<file path="src/onfet_pkg.sv">
// shared types and constants for the orbit number from epoch table unit
// field widths, result status codes, register indexes, control/status structs
// no dependencies
`default_nettype none
package onfet_pkg;

	localparam int YEAR_W   = 12;
	localparam int TIME_W   = 48;
	localparam int PER_W    = 29;
	localparam int ORB_W    = 32;
	localparam int USED_W   = 6;
	localparam int STALE_W  = 16;
	localparam int LIM_W    = 33;
	localparam int SUM_W    = 50;
	localparam int DCNT_W   = 6;
	localparam int CIDX_W   = 2;
	localparam int CDATA_W  = 16;
	localparam int IN_DW    = 176;
	localparam int OUT_DW   = 40;
	localparam int STAT_W   = 3;

	localparam logic [LIM_W-1:0]  SEC_PER_DAY = LIM_W'(86400);
	localparam logic [DCNT_W-1:0] DIV_LAST    = DCNT_W'(TIME_W - 1);

	localparam logic [YEAR_W-1:0]  MIN_YEAR_RST = YEAR_W'(1997);
	localparam logic [YEAR_W-1:0]  MAX_YEAR_RST = YEAR_W'(2020);
	localparam logic [STALE_W-1:0] STALE_RST    = STALE_W'(180);

	typedef enum logic [CIDX_W-1:0] {
		CFG_MIN_YEAR = 2'd0,
		CFG_MAX_YEAR = 2'd1,
		CFG_STALE    = 2'd2
	} cfg_idx_t;

	typedef enum logic [STAT_W-1:0] {
		STAT_STORED  = 3'd0,
		STAT_DROPPED = 3'd1,
		STAT_FULL    = 3'd2,
		STAT_ORBIT   = 3'd3,
		STAT_EMPTY   = 3'd4
	} status_t;

	typedef struct packed {
		logic [TIME_W-1:0] epoch;
		logic [PER_W-1:0]  period;
		logic [ORB_W-1:0]  orbit;
	} rec_t;

	typedef struct packed {
		logic capture;
		logic decode;
		logic search;
		logic select;
		logic fetch;
		logic div_step;
		logic ld_out;
	} cmd_t;

	typedef struct packed {
		logic mode;
		logic empty;
		logic single;
		logic found;
		logic div_done;
	} stat_t;

endpackage
`default_nettype wire

</file>
<file path="src/onfet_ctrl.sv">
// sequencer for load, table search, divide and result handoff
// depends on onfet_pkg (cmd_t, stat_t)
`default_nettype none
module onfet_ctrl (
	input  wire logic           clk,
	input  wire logic           arst_n,
	input  wire logic           in_valid,
	output logic                in_ready,
	output logic                out_valid,
	input  wire logic           out_ready,
	input  wire onfet_pkg::stat_t st,
	output onfet_pkg::cmd_t     cmd
);
	import onfet_pkg::*;

	typedef enum logic [2:0] {
		S_IDLE,
		S_DECODE,
		S_SEARCH,
		S_SELECT,
		S_FETCH,
		S_DIVIDE,
		S_OUTPUT
	} state_t;

	state_t state_q;
	logic   out_vld_q;

	assign in_ready  = (state_q == S_IDLE);
	assign out_valid = out_vld_q;

	always_comb begin
		cmd          = '0;
		cmd.capture  = (state_q == S_IDLE) && in_valid;
		cmd.decode   = (state_q == S_DECODE);
		cmd.search   = (state_q == S_SEARCH);
		cmd.select   = (state_q == S_SELECT);
		cmd.fetch    = (state_q == S_FETCH);
		cmd.div_step = (state_q == S_DIVIDE);
		cmd.ld_out   = (state_q == S_OUTPUT) && (!out_vld_q || out_ready);
	end

	always_ff @(posedge clk or negedge arst_n) begin
		if (!arst_n) begin
			state_q   <= S_IDLE;
			out_vld_q <= 1'b0;
		end else begin
			out_vld_q <= cmd.ld_out || (out_vld_q && !out_ready);
			unique case (state_q)
				S_IDLE: begin
					if (in_valid)
						state_q <= S_DECODE;
				end
				S_DECODE: begin
					if (!st.mode || st.empty)
						state_q <= S_OUTPUT;
					else if (st.single)
						state_q <= S_SELECT;
					else
						state_q <= S_SEARCH;
				end
				S_SEARCH: begin
					if (st.found)
						state_q <= S_SELECT;
				end
				S_SELECT: state_q <= S_FETCH;
				S_FETCH:  state_q <= S_DIVIDE;
				S_DIVIDE: begin
					if (st.div_done)
						state_q <= S_OUTPUT;
				end
				S_OUTPUT: begin
					if (!out_vld_q || out_ready)
						state_q <= S_IDLE;
				end
				default: state_q <= S_IDLE;
			endcase
		end
	end

endmodule
`default_nettype wire

</file>
<file path="config.mk">
export PLATFORM = sky130hd
export DESIGN_NAME = onfet_ctrl
export DESIGN_NICKNAME = d
export VERILOG_FILES = /design/src/onfet_pkg.sv /design/src/onfet_ctrl.sv
export SDC_FILE = /design/constraint.sdc
export NUM_CORES = 1
export LEC_CHECK = 0
export BUFFER_PORTS_ARGS = -buffer_cell sky130_fd_sc_hd__buf_2
export CAP_MARGIN = 20
export CORE_AREA = 2 2 39 41
export DETAILED_ROUTE_END_ITERATION = 8
export DIE_AREA = 0 0 41 43
export SLEW_MARGIN = 10
export SYNTH_ARGS = -nofsm -noshare
export SYNTH_HDL_FRONTEND = slang
export SYNTH_SLANG_ARGS = --single-unit
</file>
<file path="constraint.sdc">
create_clock -name clk -period 2.2 [get_ports clk]
set_clock_uncertainty 0.2 [all_clocks]
set_input_delay 0.55 -clock clk [delete_from_list [all_inputs] [get_ports clk]]
set_output_delay 0.55 -clock clk [all_outputs]
set_load 0.02 [all_outputs]
</file>
==> Implementation_results.wiki, run 1 <==
{| class="wikitable"
! Metric !! Value
|-
| Post-DR vias/cell || 4.40
|-
| Number of antenna violations at the first check in global routing || 0
|-
| Source-to-sink clock delay at the later pin of the worst-skew pair || 230 ps
|-
| Number of remaining DRC errors || 0
|-
| Top cell type's share of synthesized area || 0.325
|-
| Sw frac || 0.475
|-
| Layout cells sized above 1 || 0.442
|-
| Synthesized Nets || 43
|-
| Resized cells post-CTS || 0
|-
| Initial DRT Pass Iterations || 2
|-
| Sum of net half-perimeters after detailed placement || 538 um
|-
| Min Clock Period, post-route || 2090 ps
|-
| Final critical-path share of the clock period || 0.949
|-
| Power dissipated by switching net loads || 0.000290 W
|-
| Reg clk slew, reported paths || 40 ps
|-
| Portion of total power attributed to the clock network || 0.144
|-
| Final Setup Violations || 0
|-
| Number of primary I/O pins || 18
|-
| Cell chosen for the clock root || clkbuf_4
|-
| Largest net degree at the start of global routing || 17
|-
| Post-Synthesis Cells || 34
|-
| Largest fanout of any net on the critical path || 16
|-
| Largest cells by area after synthesis || dfrtp_1 33%, nor4b_4 7.7%, nand2_1 4.9%, nor3b_1 4.9%, a211oi_2 4.1%
|-
| Cell area after placement || 395 sq um
|-
| Power per cell area || 1430 nW/um^2
|-
| First-pass GRT wire length || 1.01 mm
|-
| Initial core utilization || 0.222
|-
| Worst reg2reg path depth || 4
|-
| Number of warnings issued by yosys || 0
|-
| Startpoint class of the critical path || register
|-
| Number of buffers created by CTS || 3
|-
| Clock tree from TritonCTS || yes
|-
| Worst setup EP type || output port
|-
| Final hold violation count || 0
|-
| Logic pwr share || 0.539
|-
| Number of synthesized flops with an enable pin || 0
|-
| Final GP Congestion || 0.638
|-
| Achievable clock frequency || 479 MHz
|-
| Vertical die dimension || 43 um
|-
| Area overhead of the layout relative to synthesis || 39.0%
|-
| Setup slack, reg-to-reg || 680 ps
|-
| Netlist area before placement || 308 sq um
|-
| Setup repair after global routing missed its margin || false
|-
| Cell variety after synth || 23
|-
| Fin. max-slew vios || 0
|-
| Most frequent standard cell in the layout excluding fill and tap cells || buf_2
|-
| Placeable Area || 1380 sq um
|-
| VDD IR-drop max || 0.405 mV
|-
| Kind of path behind the tightest hold check || reg2reg
|-
| Max Root-Sink Buffers || 2
|-
| Deepest level of the CTS H-tree || 1
|-
| # port buffers || 17
|-
| Violation count after the first detailed-route iteration || 5
|-
| Worst hold path cell count || 2
|-
| Worst Setup Path Type || reg2out
|-
| Clk sink count || 4
|-
| DR vias || 299
|-
| Average wire length per cell after detail routing || 10.1 um
|-
| Fraction of registers with async set/reset || 1.00
|-
| Summed area of non-filler cells in the final layout || 428 sq um
|-
| Die Area || 1760 sq um
|-
| Outcome || completed
|-
| Post-synthesis average cell area || 9.05 sq um
|-
| Synth Flop Type || dfrtp_1
|-
| Final net count || 63
|-
| Total grt overflow || 0
|-
| Cell type with the largest total area after synthesis || dfrtp_1
|-
| Rows || 14
|-
| Global-route usage over all layers || 0.0904
|-
| FF+latch count, synth || 4
|-
| Aggregate routed wire length || 685 um
|-
| Part of the Yosys area used for sequential elements || 0.325
|-
| Static Leakage || 0.228 nW
|-
| Tightest slew margin relative to the limit || 0.655
|-
| Number of global-route vias before repair || 261
|-
| Internal power || 0.000321 W
|-
| Commonest non-fill, non-tap cells in the layout || 17 x buf_2, 4 x nand2_1, 4 x dfrtp_1
|-
| N_diodes || 0
|-
| Part of the total power dissipated in sequential elements || 0.317
|-
| Post-route ant nets || 0
|-
| Worst-Margin Slew || 518 ps
|-
| Crit path arrival time || 1340 ps
|-
| Final setup TNS || 0 ps
|-
| Die boundary width || 41 um
|-
| Number of max-capacitance violations reported || 0
|-
| Crit path required time || 1450 ps
|}
==> logic make-up (layout without fill, tap and decap cells) <==
kind of cell / count (synthesis) / after routing / synth area share
compound gates: 6 / 6 / 0.150
flops: 4 / 4 / 0.325
simple gates: 19 / 19 / 0.411
buf+inv: 4 / 22 / 0.0813
mux: 1 / 1 / 0.0325
==> worst max-delay path: stages, from the launching register on <==
cell,delay [ps]
dfrtp_1,550
nor3_1,240
and2_1,150
buf_2,150
==> Yosys cell counts, types with 2 or more instances <==
library cell  number
buf_2              2
nand2b_1           2
nor3b_1            2
nand2_1            4
nor2_1             2
dfrtp_1            4
nor2b_1            2
==> per-layer routing <==
layer	wire length, um	up-vias	global-route usage	part of all wire
met5	0	-	0	0
met4	0	0	0.100	0
met3	50	0	0.0157	0.073
met2	359	12	0.125	0.52
met1	276	130	0.103	0.40
li1	-	157	-	-
==> sequential cells by signal, indices dropped and copies added (netlist names) <==
name / flops
state_q: 3
out_valid: 1
==> power groups by stage <==
stage | Combinational (W) | Sequential (W) | Clock (W)
after floorplan | 0.000312 | 0.000141 | 0
after global placement | 0.000328 | 0.000196 | 0
after detailed placement | 0.000332 | 0.000197 | 0
after CTS | 0.000335 | 0.000196 | 0.0000938
after global routing | 0.000361 | 0.000208 | 0.000102
final | 0.000329 | 0.000194 | 0.0000877
==> what timing repair did <==
action                    CTS  global route
hold buffers                1             0
buffers inserted            0             0
hold endpoints to repair    4             0
==> per-stage QoR <==
stage / power [W] / util / cells / hold slack, ps / setup WS (ps)
floorplan: 0.000453 / - / 34 / 54.4 / 34.8
finish: 0.000611 / 0.309 / 68 / 365 / 111
CTS: 0.000625 / 0.309 / 68 / 378 / 90.7
global route: 0.000671 / 0.309 / 68 / 409 / 24.4
global placement: 0.000524 / 0.286 / 64 / 159 / 271
detailed placement: 0.000529 / 0.286 / 64 / 162 / 253
==> final timing paths <==
check	start	to
worst min register to register	out_valid	out_valid
max in group asynchronous	arst_n	state_q[2]
min in group asynchronous	arst_n	state_q[0]
worst min-delay path	out_valid	out_valid
worst max-delay path	state_q[2]	cmd[6]
worst max register to register	state_q[2]	state_q[0]
==> area by class of cell <==
| cell class | count | area, sq um |
|---|---|---|
| Tap cell | 16 | 20.0 |
| Clock buffer | 3 | 22.5 |
| Timing Repair Buffer | 19 | 103 |
| Fill cell | 155 | 956 |
| Multi-Input combinational cell | 26 | 183 |
| Sequential cell | 4 | 100 |
No activity file was read; power rests on OpenSTA's default activity.
==> inputs of run 2 (changes only) <==
--- a/config.mk
+++ b/config.mk
@@ -8,8 +8,10 @@
 export BUFFER_PORTS_ARGS = -buffer_cell sky130_fd_sc_hd__buf_2
 export CAP_MARGIN = 20
 export CORE_AREA = 2 2 39 41
+export CTS_CLUSTER_DIAMETER = 150
 export DETAILED_ROUTE_END_ITERATION = 8
 export DIE_AREA = 0 0 41 43
+export RECOVER_POWER = 100
 export SLEW_MARGIN = 10
 export SYNTH_ARGS = -nofsm -noshare
 export SYNTH_HDL_FRONTEND = slang
==> Implementation_results.wiki, run 2 (synthesis gave the netlist of run 1 again) <==
{| class="wikitable"
! Metric !! Value
|-
| Global-route usage over all layers || 0.0904 (unchanged)
|-
| Number of buffers created by CTS || 3 (unchanged)
|-
| Sum of net half-perimeters after detailed placement || 538 um (unchanged)
|-
| Violation count after the first detailed-route iteration || 4 (-1)
|-
| Number of remaining DRC errors || 0 (unchanged)
|-
| Power per cell area || 1430 nW/um^2 (about the same)
|-
| WP buf/inv || 1 (unchanged)
|-
| Worst setup EP type || output port
|-
| Die boundary width || 41 um (unchanged)
|-
| Die Area || 1760 sq um (unchanged)
|-
| Source-to-sink clock delay at the later pin of the worst-skew pair || 230 ps (about the same)
|-
| # port buffers || 17 (unchanged)
|-
| Number of global-route vias before repair || 261 (unchanged)
|-
| Final critical-path share of the clock period || 0.948 (-0.00146)
|-
| Fin. max-slew vios || 0 (unchanged)
|-
| Achievable clock frequency || 480 MHz (+0.15%)
|-
| Initial DRT Pass Iterations || 2 (unchanged)
|-
| Top register by number of flip-flops || state_q
|-
| Final setup TNS || 0 ps (unchanged)
|-
| Sw frac || 0.486 (+0.0115)
|-
| Deepest level of the CTS H-tree || 1 (unchanged)
|-
| Final worst setup slack || 115 ps (+3.21 ps)
|-
| Post-route ant nets || 0 (unchanged)
|-
| Logic pwr share || 0.531 (-0.008)
|-
| Setup repair after global routing missed its margin || false
|-
| Worst-Margin Slew || 498 ps (-19.8 ps)
|-
| Rows || 14 (unchanged)
|-
| Largest net degree at the start of global routing || 17 (unchanged)
|-
| Max stage delay on crit path || 460 ps (-90 ps)
|-
| Area overhead of the layout relative to synthesis || 36.6%
|-
| Final GP Congestion || 0.638 (unchanged)
|-
| Crit path required time || 1450 ps (about the same)
|-
| Part of the total power dissipated in sequential elements || 0.323 (+0.006)
|-
| Worst hold path cell count || 2 (unchanged)
|-
| Average wire length per cell after detail routing || 10.1 um (-0.15%)
|-
| Final Setup Violations || 0 (unchanged)
|-
| DR vias || 298 (-0.33%)
|-
| Final net count || 63 (unchanged)
|-
| Post-DR vias/cell || 4.38 (-0.33%)
|-
| Startpoint class of the critical path || register
|-
| Number of stages on the worst setup path || 3 (unchanged)
|-
| Max stage delay cell, worst path || dfrtp_1
|-
| Number of max-capacitance violations reported || 0 (unchanged)
|-
| Max reg flops || 3 (unchanged)
|-
| Number of antenna violations at the first check in global routing || 0 (unchanged)
|-
| Post-CTS Setup Inserts || 0 (unchanged)
|-
| Worst Setup Path Type || reg2out
|-
| Crit path arrival time || 1340 ps (about the same)
|-
| Crit-path cells || and2b_1 -> and3_1 -> clkbuf_2
|-
| Number of primary I/O pins || 18 (unchanged)
|-
| Placeable Area || 1380 sq um (unchanged)
|-
| Commonest non-fill, non-tap cells in the layout || 9 x buf_2, 5 x clkbuf_2, 4 x nand2_1, 4 x clkbuf_1, 4 x dfrtp_1
|-
| Worst slack at placement || 253 ps (unchanged)
|-
| Aggregate routed wire length || 684 um (-0.15%)
|-
| Largest fanout of any net on the critical path || 11 (-5)
|-
| Power dissipated by switching net loads || 0.000292 W (+0.71%)
|-
| Total grt overflow || 0 (unchanged)
|-
| N_diodes || 0 (unchanged)
|-
| Resized cells post-CTS || 0 (unchanged)
|-
| First-pass GRT wire length || 1.01 mm (unchanged)
|-
| Final hold violation count || 0 (unchanged)
|-
| Layout cells sized above 1 || 0.365 (-0.0769)
|-
| Most frequent standard cell in the layout excluding fill and tap cells || buf_2
|-
| Clk sink count || 4 (unchanged)
|-
| VDD IR-drop max || 0.405 mV (-0.17%)
|-
| Outcome || completed
|-
| Cell chosen for the clock root || clkbuf_4
|-
| Kind of cell with the highest combined delay on the critical path || simple AND/OR/NAND/NOR gates
|-
| Internal power || 0.000309 W (-3.8%)
|-
| Share of the core filled with cells || 0.304 (-0.00543)
|-
| Max Root-Sink Buffers || 2 (unchanged)
|-
| Kind of path behind the tightest hold check || reg2reg
|-
| Tightest slew margin relative to the limit || 0.668 (+0.0132)
|-
| Clock tree from TritonCTS || yes
|-
| Initial core utilization || 0.222 (unchanged)
|-
| Vertical die dimension || 43 um (unchanged)
|-
| Worst reg2reg path depth || 4 (unchanged)
|-
| Static Leakage || 0.211 nW (-7.7%)
|-
| Reg clk slew, reported paths || 40 ps (about the same)
|-
| Portion of total power attributed to the clock network || 0.146 (+0.002)
|-
| Min Clock Period, post-route || 2090 ps (-3.21 ps)
|}
[run 2: path summary, 6_finish.rpt]
check / from / endpoint / slack, ps
max reg2reg: state_q[2] / state_q[0] / 700
min reg2reg: out_valid / out_valid / 370
max in group asynchronous: arst_n / state_q[1] / 1120
min in group asynchronous: arst_n / state_q[0] / 490
max: state_q[0] / cmd[0] / 110
min: out_valid / out_valid / 370
[run 2: area by class of cell]
class	count	area, sq um
Fill cell	158	963
Multi-Input combinational cell	26	183
Sequential cell	4	100
Timing Repair Buffer	19	95.1
Clock buffer	3	22.5
Tap cell	16	20.0
[run 2: routing by layer]
layer	track usage	vias up	share of wire
met5	0	-	0
met1	0.103	129	0.41
met2	0.125	12	0.52
li1	-	157	-
met4	0.100	0	0
met3	0.0157	0	0.073
[run 2: stage by stage]
step                      std cells  instance area, sq um  total power (W)  hold WS, ps
after global placement           64                   395         0.000524          159
after floorplan                  34                   308         0.000453         54.4
after CTS                        68                   428         0.000625          378
after global routing             68                   420         0.000660          409
final                            68                   420         0.000600          372
after detailed placement         64                   395         0.000529          162
[run 2: what timing repair did]
item / CTS / global route
endpoints found under the hold margin: 4 / 0
hold buffers: 1 / 0
endpoints found under the setup margin: 0 / 0
[run 2: worst reg2reg max path, delay by kind of cell (launching register included)]
family             cells  cell delay [ps]
AOI/OAI and AO/OA      3              430
and+or+nand+nor        1              140
DFF                    1              640
[run 2: power groups by stage]
stage	sequential, W	clock [W]	combinational [W]
2_1_floorplan	0.000141	0	0.000312
3_5_place_dp	0.000197	0	0.000332
6_report	0.000194	0.0000877	0.000319
5_1_grt	0.000208	0.000102	0.000349
3_3_place_gp	0.000196	0	0.000328
4_1_cts	0.000196	0.0000938	0.000335
==> inputs of run 3 (changes only) <==
--- a/config.mk
+++ b/config.mk
@@ -7,10 +7,11 @@
 export LEC_CHECK = 0
 export BUFFER_PORTS_ARGS = -buffer_cell sky130_fd_sc_hd__buf_2
 export CAP_MARGIN = 20
-export CORE_AREA = 2 2 39 41
+export CORE_AREA = 5 5 42 44
 export CTS_CLUSTER_DIAMETER = 150
 export DETAILED_ROUTE_END_ITERATION = 8
-export DIE_AREA = 0 0 41 43
+export DIE_AREA = 0 0 47 49
+export PLACE_DENSITY_LB_ADDON = 0.3
 export RECOVER_POWER = 100
 export SLEW_MARGIN = 10
 export SYNTH_ARGS = -nofsm -noshare
==> Implementation_results.wiki, run 3 (synthesis gave the netlist of run 1 again) <==
{| class="wikitable"
! Metric !! Value
|-
| Number of max-capacitance violations reported || 0 (unchanged)
|-
| Final setup TNS || 0 ps (unchanged)
|-
| Total grt overflow || 0 (unchanged)
|-
| Part of the total power dissipated in sequential elements || 0.332 (+0.009)
|-
| Average wire length per cell after detail routing || 11.9 um (+18%)
|-
| Top Layer Used || met3
|-
| Outcome || completed
|-
| Min Clock Period, post-route || 2110 ps (+23.6 ps)
|-
| Logic pwr share || 0.520 (-0.011)
|-
| Post-route ant nets || 0 (unchanged)
|-
| Summed area of non-filler cells in the final layout || 402 sq um (-4.5%)
|-
| Internal power || 0.000298 W (-3.4%)
|-
| Final hold violation count || 0 (unchanged)
|-
| Final GP Congestion || 0.712 (+12%)
|-
| Length of routed met2 wiring || 416 um (+17%)
|-
| Achievable clock frequency || 474 MHz (-1.1%)
|-
| Initial DRT Pass Iterations || 2 (unchanged)
|-
| Post-DR vias/cell || 4.34 (-1.0%)
|-
| Clock tree from TritonCTS || yes
|-
| Violation count after the first detailed-route iteration || 4 (unchanged)
|-
| Post-CTS Setup Inserts || 0 (unchanged)
|-
| Top register by number of flip-flops || state_q
|-
| WHS Endpoint || out_valid
|-
| Rows || 14 (unchanged)
|-
| Number of buffers created by CTS || 3 (unchanged)
|-
| Global-route usage over all layers || 0.0740 (-0.0163)
|-
| Worst slack at placement || 251 ps (-1.54 ps)
|-
| Routed length on met3 || 44 um (-12%)
|-
| DR vias || 295 (-1.0%)
|-
| Worst hold path cell count || 2 (unchanged)
|-
| Sum of net half-perimeters after detailed placement || 616 um (+15%)
|-
| Routed metal-1 wire length || 348 um (+25%)
|-
| Worst reg2reg path depth || 4 (unchanged)
|-
| Number of global-route vias before repair || 275 (+5.4%)
|-
| Max reg flops || 3 (unchanged)
|-
| Share of the core filled with cells || 0.287 (-0.0172)
|-
| Final Setup Violations || 0 (unchanged)
|-
| Reg2reg start || state_q[1]
|-
| Beginning of the critical path || state_q[0]
|-
| Layout cells sized above 1 || 0.288 (-0.0769)
|-
| Sw frac || 0.496 (+0.0100)
|-
| Setup slack, reg-to-reg || 540 ps (-160 ps)
|-
| Largest fanout of any net on the critical path || 11 (unchanged)
|-
| Power per cell area || 1470 nW/um^2 (+3.1%)
|-
| VDD IR-drop max || 0.544 mV (+34%)
|-
| Area overhead of the layout relative to synthesis || 30.5%
|-
| Vertical die dimension || 49 um (+14%)
|-
| Static Leakage || 0.189 nW (-10%)
|-
| Setup repair after global routing missed its margin || false
|-
| Startpoint class of the critical path || register
|-
| Number of primary I/O pins || 18 (unchanged)
|-
| Final net count || 63 (unchanged)
|-
| Fin. max-slew vios || 0 (unchanged)
|-
| Largest net degree at the start of global routing || 17 (unchanged)
|-
| Final worst setup slack || 91.0 ps (-23.6 ps)
|-
| Hold Path Origin || out_valid
|-
| Deepest level of the CTS H-tree || 1 (unchanged)
|-
| Cell chosen for the clock root || clkbuf_4
|-
| Final critical-path share of the clock period || 0.959 (+0.0107)
|-
| First-pass GRT wire length || 1.21 mm (+20%)
|-
| Reg clk slew, reported paths || 40 ps (about the same)
|-
| Number of antenna violations at the first check in global routing || 0 (unchanged)
|-
| Clk sink count || 4 (unchanged)
|-
| N_diodes || 0 (unchanged)
|-
| Number of remaining DRC errors || 0 (unchanged)
|-
| Kind of path behind the tightest hold check || reg2reg
|-
| Tightest slew margin relative to the limit || 0.741 (+0.0727)
|-
| Sum of internal, switching and leakage power || 0.000591 W (-1.5%)
|-
| Placeable Area || 1400 sq um (+1.3%)
|-
| Worst Setup Path Type || reg2out
|-
| Power dissipated by switching net loads || 0.000293 W (+0.51%)
|-
| # port buffers || 17 (unchanged)
|-
| Worst reg2reg path endpoint || state_q[0]
|-
| Crit path required time || 1450 ps (about the same)
|-
| Initial core utilization || 0.220 (-0.00278)
|-
| Source-to-sink clock delay at the later pin of the worst-skew pair || 230 ps (about the same)
|-
| Die Area || 2300 sq um (+31%)
|-
| Aggregate routed wire length || 809 um (+18%)
|-
| Crit path arrival time || 1360 ps (+20 ps)
|-
| Cell area after placement || 395 sq um (unchanged)
|-
| Die boundary width || 47 um (+15%)
|-
| Commonest non-fill, non-tap cells in the layout || 8 x clkbuf_1, 8 x buf_2, 4 x nand2_1
|-
| Worst setup EP type || output port
|-
| Portion of total power attributed to the clock network || 0.148 (+0.002)
|-
| Worst-Margin Slew || 383 ps (-114 ps)
|-
| Max Root-Sink Buffers || 2 (unchanged)
|}
run 3: worst max-delay path by stage:
| stage | end | slack (ps) |
|---|---|---|
| 4_1_cts | cmd[0] | 90 |
| 6_report | cmd[0] | 90 |
| 5_1_grt | cmd[0] | 20 |
| 3_3_place_gp | cmd[0] | 270 |
| 3_5_place_dp | cmd[0] | 250 |
| 2_1_floorplan | cmd[6] | 30 |
run 3: cell type report:
type,instances,area (sq um)
clock buffer,3,22.5
multi-input combinational,26,168
sequential,4,101
tap,16,20.0
timing repair buffer,19,90.1
fill,160,1000
run 3: power groups by stage:
stage,Clock (W),Combinational [W],Sequential [W]
6_report,0.0000874,0.000307,0.000197
5_1_grt,0.0000967,0.000337,0.000207
4_1_cts,0.0000916,0.000339,0.000195
3_5_place_dp,0,0.000337,0.000197
3_3_place_gp,0,0.000336,0.000193
2_1_floorplan,0,0.000312,0.000141
run 3: stage by stage:
step,cells,hold WS [ps]
3_3_place_gp,64,158
4_1_cts,68,373
3_5_place_dp,64,159
5_1_grt,68,393
2_1_floorplan,34,54.4
6_report,68,372
run 3: critical path, stage by stage (launching register included):
cell	delay (ps)
dfrtp_1	480
and2b_1	330
and3_1	170
buf_2	150
run 3: repair_timing:
action,CTS,global route
endpoints found under the hold margin,4,0
endpoints found under the setup margin,0,2
hold buffers,1,0
gates resized for setup,0,1
run 3: metal layers:
layer | global-route usage | up-vias
met1 | 0.0905 | 131
met5 | 0 | -
met2 | 0.111 | 10
li1 | - | 154
met4 | 0.0553 | 0
met3 | 0.0111 | 0
